## config.mk

```make
export PLATFORM = sky130hd
export DESIGN_NAME = scd_ctrl
export DESIGN_NICKNAME = d
export VERILOG_FILES = /design/src/rtl/core/sector_cache_directory_lru_top_defines.svh /design/src/rtl/core/scd_pkg.sv /design/src/rtl/core/scd_ctrl.sv
export SDC_FILE = /design/constraint.sdc
export NUM_CORES = 1
export LEC_CHECK = 0
export ABC_AREA = 1
export BUFFER_PORTS_ARGS = -buffer_cell sky130_fd_sc_hd__buf_2
export CELL_PAD_IN_SITES_DETAIL_PLACEMENT = 0
export CELL_PAD_IN_SITES_GLOBAL_PLACEMENT = 1
export CORE_AREA = 2 2 39 41
export CTS_CLUSTER_DIAMETER = 120
export DETAILED_ROUTE_END_ITERATION = 10
export DIE_AREA = 0 0 41 43
export GPL_ROUTABILITY_DRIVEN = 0
export PLACE_DENSITY = 0.51
export REMOVE_ABC_BUFFERS = 1
export SYNTH_ARGS = -nofsm -noshare
export SYNTH_HDL_FRONTEND = slang
export SYNTH_SLANG_ARGS = --single-unit
```

## constraint.sdc

```tcl
create_clock -name i_clk -period 0.88 [get_ports i_clk]
set_input_delay 0.088 -clock i_clk [delete_from_list [all_inputs] [get_ports i_clk]]
set_output_delay 0.088 -clock i_clk [all_outputs]
set_load 0.02 [all_outputs]
```

## src/rtl/core/sector_cache_directory_lru_top_defines.svh

```systemverilog
// Assertion macros for the sector cache directory.
// Included by the top level; depends on nothing else.
`ifndef SECTOR_CACHE_DIRECTORY_LRU_TOP_DEFINES_SVH
`define SECTOR_CACHE_DIRECTORY_LRU_TOP_DEFINES_SVH

// The consequent must hold in the same cycle as the antecedent.
`define SCD_ASSERT_IMP(label, clk, rst_n, ante, cons) \
    label: assert property (@(posedge clk) disable iff (!rst_n) (ante) |-> (cons)) \
        else $error("sector cache directory: same-cycle check failed");

// The consequent must hold in the cycle after the antecedent.
`define SCD_ASSERT_NXT(label, clk, rst_n, ante, cons) \
    label: assert property (@(posedge clk) disable iff (!rst_n) (ante) |=> (cons)) \
        else $error("sector cache directory: next-cycle check failed");

`endif

```

## src/rtl/core/scd_pkg.sv

```systemverilog
// Shared types, codes and defaults for the sector cache directory.
// Used by the controller, the datapath and the top level; no dependencies.
`default_nettype none
package scd_pkg;

    localparam int ENTRIES_DEF     = 64;
    localparam int SECTOR_BITS_DEF = 32;

    localparam logic [2:0] MODE_ACQUIRE = 3'd0;
    localparam logic [2:0] MODE_RELEASE = 3'd1;
    localparam logic [2:0] MODE_EVICTED = 3'd2;
    localparam logic [2:0] MODE_FIND    = 3'd3;
    localparam logic [2:0] MODE_CLEAN   = 3'd4;

    localparam logic [3:0] ST_HIT     = 4'd0;
    localparam logic [3:0] ST_LOAD    = 4'd1;
    localparam logic [3:0] ST_WB      = 4'd2;
    localparam logic [3:0] ST_BUSY    = 4'd3;
    localparam logic [3:0] ST_EVWAIT  = 4'd4;
    localparam logic [3:0] ST_NONE    = 4'd5;
    localparam logic [3:0] ST_DIRTY   = 4'd6;
    localparam logic [3:0] ST_NODIRTY = 4'd7;
    localparam logic [3:0] ST_DONE    = 4'd8;

    typedef struct packed {
        logic [2:0]  mode;
        logic [31:0] sector;
        logic        is_meta;
        logic [5:0]  slot;
        logic        dirty;
    } t_req;

    typedef struct packed {
        logic [3:0]  status;
        logic [5:0]  slot_out;
        logic [31:0] writeback_sector;
        logic [31:0] access_total;
        logic [31:0] hit_total;
    } t_rsp;

    typedef struct packed {
        logic accept;
        logic scan;
        logic apply;
    } t_scd_cmd;

    typedef struct packed {
        logic need_scan;
        logic last_pos;
    } t_scd_sts;

    typedef enum logic [2:0] {
        S_IDLE,
        S_DECIDE,
        S_SCAN,
        S_DRAIN,
        S_APPLY
    } t_state;

endpackage
`default_nettype wire

```

## src/rtl/core/scd_ctrl.sv

```systemverilog
// Controller state machine for the sector cache directory.
// Depends on scd_pkg; drives the datapath through t_scd_cmd.
`default_nettype none
module scd_ctrl
    import scd_pkg::*;
(
    input  wire logic     i_clk,
    input  wire logic     i_rst_n,
    input  wire logic     i_start,
    input  wire t_scd_sts i_sts,
    output t_scd_cmd      o_cmd,
    output logic          o_busy
);

    t_state r_state;
    t_state n_state;
    logic   r_drain;

    always_ff @(posedge i_clk) begin
        if (!i_rst_n) begin
            r_state <= S_IDLE;
            r_drain <= 1'b0;
        end else begin
            r_state <= n_state;
            r_drain <= (r_state == S_DRAIN);
        end
    end

    always_comb begin
        n_state = r_state;
        unique case (r_state)
            S_IDLE:   if (i_start) n_state = S_DECIDE;
            S_DECIDE: n_state = i_sts.need_scan ? S_SCAN : S_APPLY;
            S_SCAN:   if (i_sts.last_pos) n_state = S_DRAIN;
            S_DRAIN:  if (r_drain) n_state = S_APPLY;
            S_APPLY:  n_state = S_IDLE;
            default:  n_state = S_IDLE;
        endcase
    end

    always_comb begin
        o_cmd.accept = (r_state == S_IDLE) && i_start;
        o_cmd.scan   = (r_state == S_SCAN);
        o_cmd.apply  = (r_state == S_APPLY);
        o_busy       = (r_state != S_IDLE);
    end

endmodule
`default_nettype wire

```

After elaboration in Yosys (flattened, before gate mapping):

Index checks and enable logic that the tools add are counted.

* input bits: 5
* register bits after elaboration: 4
* logic and storage cells: 18

* reductions and logical operators: 4
* equality and inequality tests: 7
* mux-type cells: 5

Operator list (count)
* 3-bit 2-to-1 mux: 4
* 3-bit one-hot mux with 4 select lines: 1
* 3-bit by 2-bit == test with 1-bit output (second input constant): 2
* 2-bit != test (second input constant): 3
* 3-bit by 1-bit == test with 1-bit output (second input constant): 1
* 3-bit == test (second input constant): 1
* 3-bit zero test: 1
* 3-bit AND reduction: 1
* 3-bit nonzero test: 1
* 1-bit logical AND: 1

Longest topological paths before layout:

* depth in word-level cells: 3
* depth in mapped cells: 6
* gate-level depth less buffers: 6

Least setup slack after synthesis:

No wires, ideal clock.

* kind: reg2out
* start: register r_state[2]
* end: output port o_cmd[2] (netlist name)
* arrival time: 1.072 ns
* slack: -0.280 ns
* cell stages (with the launch flop): 4
* data required time: 0.792 ns
* cells stage by stage: dfxtp_1 -> nor2_1 -> nand2_1 -> nor2_1

RTL lines
* start, declared: line scd_ctrl.sv:15 `t_state r_state;`
* start signal, assigned: line scd_ctrl.sv:24 `r_state <= n_state;`
* end, declared: line scd_ctrl.sv:11 `output t_scd_cmd o_cmd,`

==> metrics.txt <==
Leak=0.211 nW; clk_lat worst skew=0.23 ns; Synth Area in Adders=0%; antenna diode count=0; Crit Path Max Fanout=3; H-tree Lvls=1; DR WL/cell=8.46 um; RSZ-0062 raised after global routing=true; Post-CTS Hold Buffers=0; asr flop ratio synth=0%; largest area contributor in the netlist=dfxtp_1; Root Buffer=clkbuf_4; Post-synth EDFFs=0; Max Freq=0.913 GHz; Residual DRC=0; TritonCTS clock tree=built; GRT Util Overall=9.32%; pre-CTS setup slack=-0.140 ns; final setup TNS=-1.11 ns; Num CTS Buffers=3; total grt overflow=0; Max clock buf depth=2; Layout Cell Area excl Fill=392 um2; top post-synthesis cells by count=11 x inv_1, 6 x nand2_1, 5 x nor2_1; # setup viols final=7; initial antenna violation count=0; Compound-Gate Fraction of Synth Area=6.59%; syn_area_per_cell=6.15 um2; status=finished, violations left; share of cells above drive strength 1=56.6%; failing checks=setup timing; Die H=43 um; Die Wd=41 um; Post-DP Area=303 um2; main combinational cell family by area after synthesis=simple AND/OR/NAND/NOR gates; Post-Syn Area=228 um2; Post-DP HPWL=422 um; Slowest-stage cell, CP=dfxtp_2; I/O Buffers=8; share of the synthesized area in the top cell type=35.2%; placed insts=63; Syn. warnings=0; final worst path period share=125%; I/O pin count=9; Initial DRC Count=1; crit path kind=reg -> out; # rows=14; Yosys cell types=11; most frequent cell after synthesis=inv_1; Clock transition at path regs=0.04 ns; largest cells by area after synthesis=dfxtp_1 35%, inv_1 18%, nand2_1 9.9%, nor2_1 8.2%, nand3_1 6.6%; min cycle time layout=1.10 ns; Layout area overhead=72.0%; Seq/Total Area, Yosys=35.2%; CP cell instances=nor2_4 -> nand2_2 -> nor2_2 -> buf_6; Hold Path Class=in -> reg; post-synthesis mux area share=0%; Final Skew=0.00233 ns; Sink Count=4; final hold violations=0; total die area=1760 um2; maxcap violations=0; multi-input combinational cell area=129 um2; Nets=60; Final Max Tran Viols=0; Synth Area in XOR/XNOR=0%; pin count of the biggest net entering global routing=7; vias in the first global route=302; Setup crit end kind=output port; Synth Flop Type=dfxtp_1; Synth Area in Simple Gates=40.1%; FF+latch count, synth=4; worst slew pin tran=0.155 ns; max_slew headroom=89.6%; Std-Cell Core Area=1380 um2; Critical Path Max Stage Delay=0.33 ns; Register Area=86.3 um2; Final WS setup=-0.216 ns; Starting Density=16.5%; Routed WL=584 um; first-pass GRT wire length=1100 um; type of origin of the critical path=flip-flop; drt via density=3.84; Post-Layout Cell Count=69; Pwr Density=2240 nW/um2; TritonRoute pass-1 iters=2; Vias=265; Max VDD drop=717 uV; Synth Instances=37; Required @ worst endpoint=0.79 ns; Antenna Nets Post-Route=0; CP arrival=1.01 ns; fill cell count=160
==> layer usage <==
layer  share of wire, %  GRT usage, %
met5                  0             0
met4                  0          8.00
met3                4.6          1.57
met2                 55          14.4
met1                 40          10.2
==> sequential cells by signal, summed over array words and instances (netlist names) <==
| signal | count |
|---|---|
| r_state | 3 |
| r_drain | 1 |
==> area by class of cell <==
class	instances	area share, %
clock buffer	3	5.75
inverter	11	10.5
sequential	4	22.0
multi-input combinational	22	32.9
tap	16	5.11
timing repair buffer	13	23.6
==> what timing repair did <==
action                     CTS  global route
setup endpoints to repair    7             7
pin swaps                    4             5
gates cloned                 0             0
resized for setup           12             5
buffers inserted             3             0
hold endpoints to repair     0             0
==> layout by cell type, fill, tap and decap left out <==
cell	instances
nand3_1	3
buf_2	5
dfxtp_1	1
nor2_2	3
nor2_4	1
nand2_2	4
nor3_2	1
nor3_1	1
nand2_1	4
inv_2	1
a31oi_1	1
dfxtp_2	2
buf_4	6
dfxtp_4	1
buf_6	2
inv_1	10
clkbuf_4	3
nor2_1	2
nand4_1	1
a21oi_2	1
==> power by group <==
group	internal [mW]	switching, mW	total, mW
sequential	0.217	0.0434	0.260
clock	0.153	0.0750	0.228
combinational	0.176	0.212	0.388
==> path summary, 6_finish.rpt <==
check / startpoint / to / slack (ns) / cells past startpoint
worst max-delay path: r_state[2]$_SDFFE_PN0P_ / o_cmd[2] / -0.22 / 4
worst min register to register: r_state[0]$_SDFFE_PN0P_ / r_state[0]$_SDFFE_PN0P_ / 0.51 / 2
worst min-delay path: i_rst_n / r_state[0]$_SDFFE_PN0P_ / 0.1 / 3
worst max register to register: r_state[0]$_SDFFE_PN0P_ / r_state[0]$_SDFFE_PN0P_ / -0.15 / 7
==> worst max-delay path: cells and delay by family, from the launching register on <==
family / cells / cell delay, ns
AND/OR/NAND/NOR: 3 / 0.33
buffers and inverters: 1 / 0.12
flip-flops: 1 / 0.33
==> kinds of logic (layout without fill, tap and decap cells) <==
| logic type | after synthesis | after routing |
|---|---|---|
| compound gates | 2 | 2 |
| buf+inv | 11 | 27 |
| flops | 4 | 4 |
| simple gates | 20 | 20 |
==> through the flow <==
| stage | power [mW] | hold WS, ns | utilization [%] |
|---|---|---|---|
| after floorplan | 0.436 | 0.224 | - |
| after global placement | 0.539 | 0.349 | 21.9 |
| after detailed placement | 0.536 | 0.352 | 21.9 |
| after CTS | 0.859 | 0.0921 | 27.3 |
| after global routing | 0.943 | 0.0957 | 28.3 |
| final | 0.876 | 0.0967 | 28.3 |
Power figures use the tool's default switching activity.
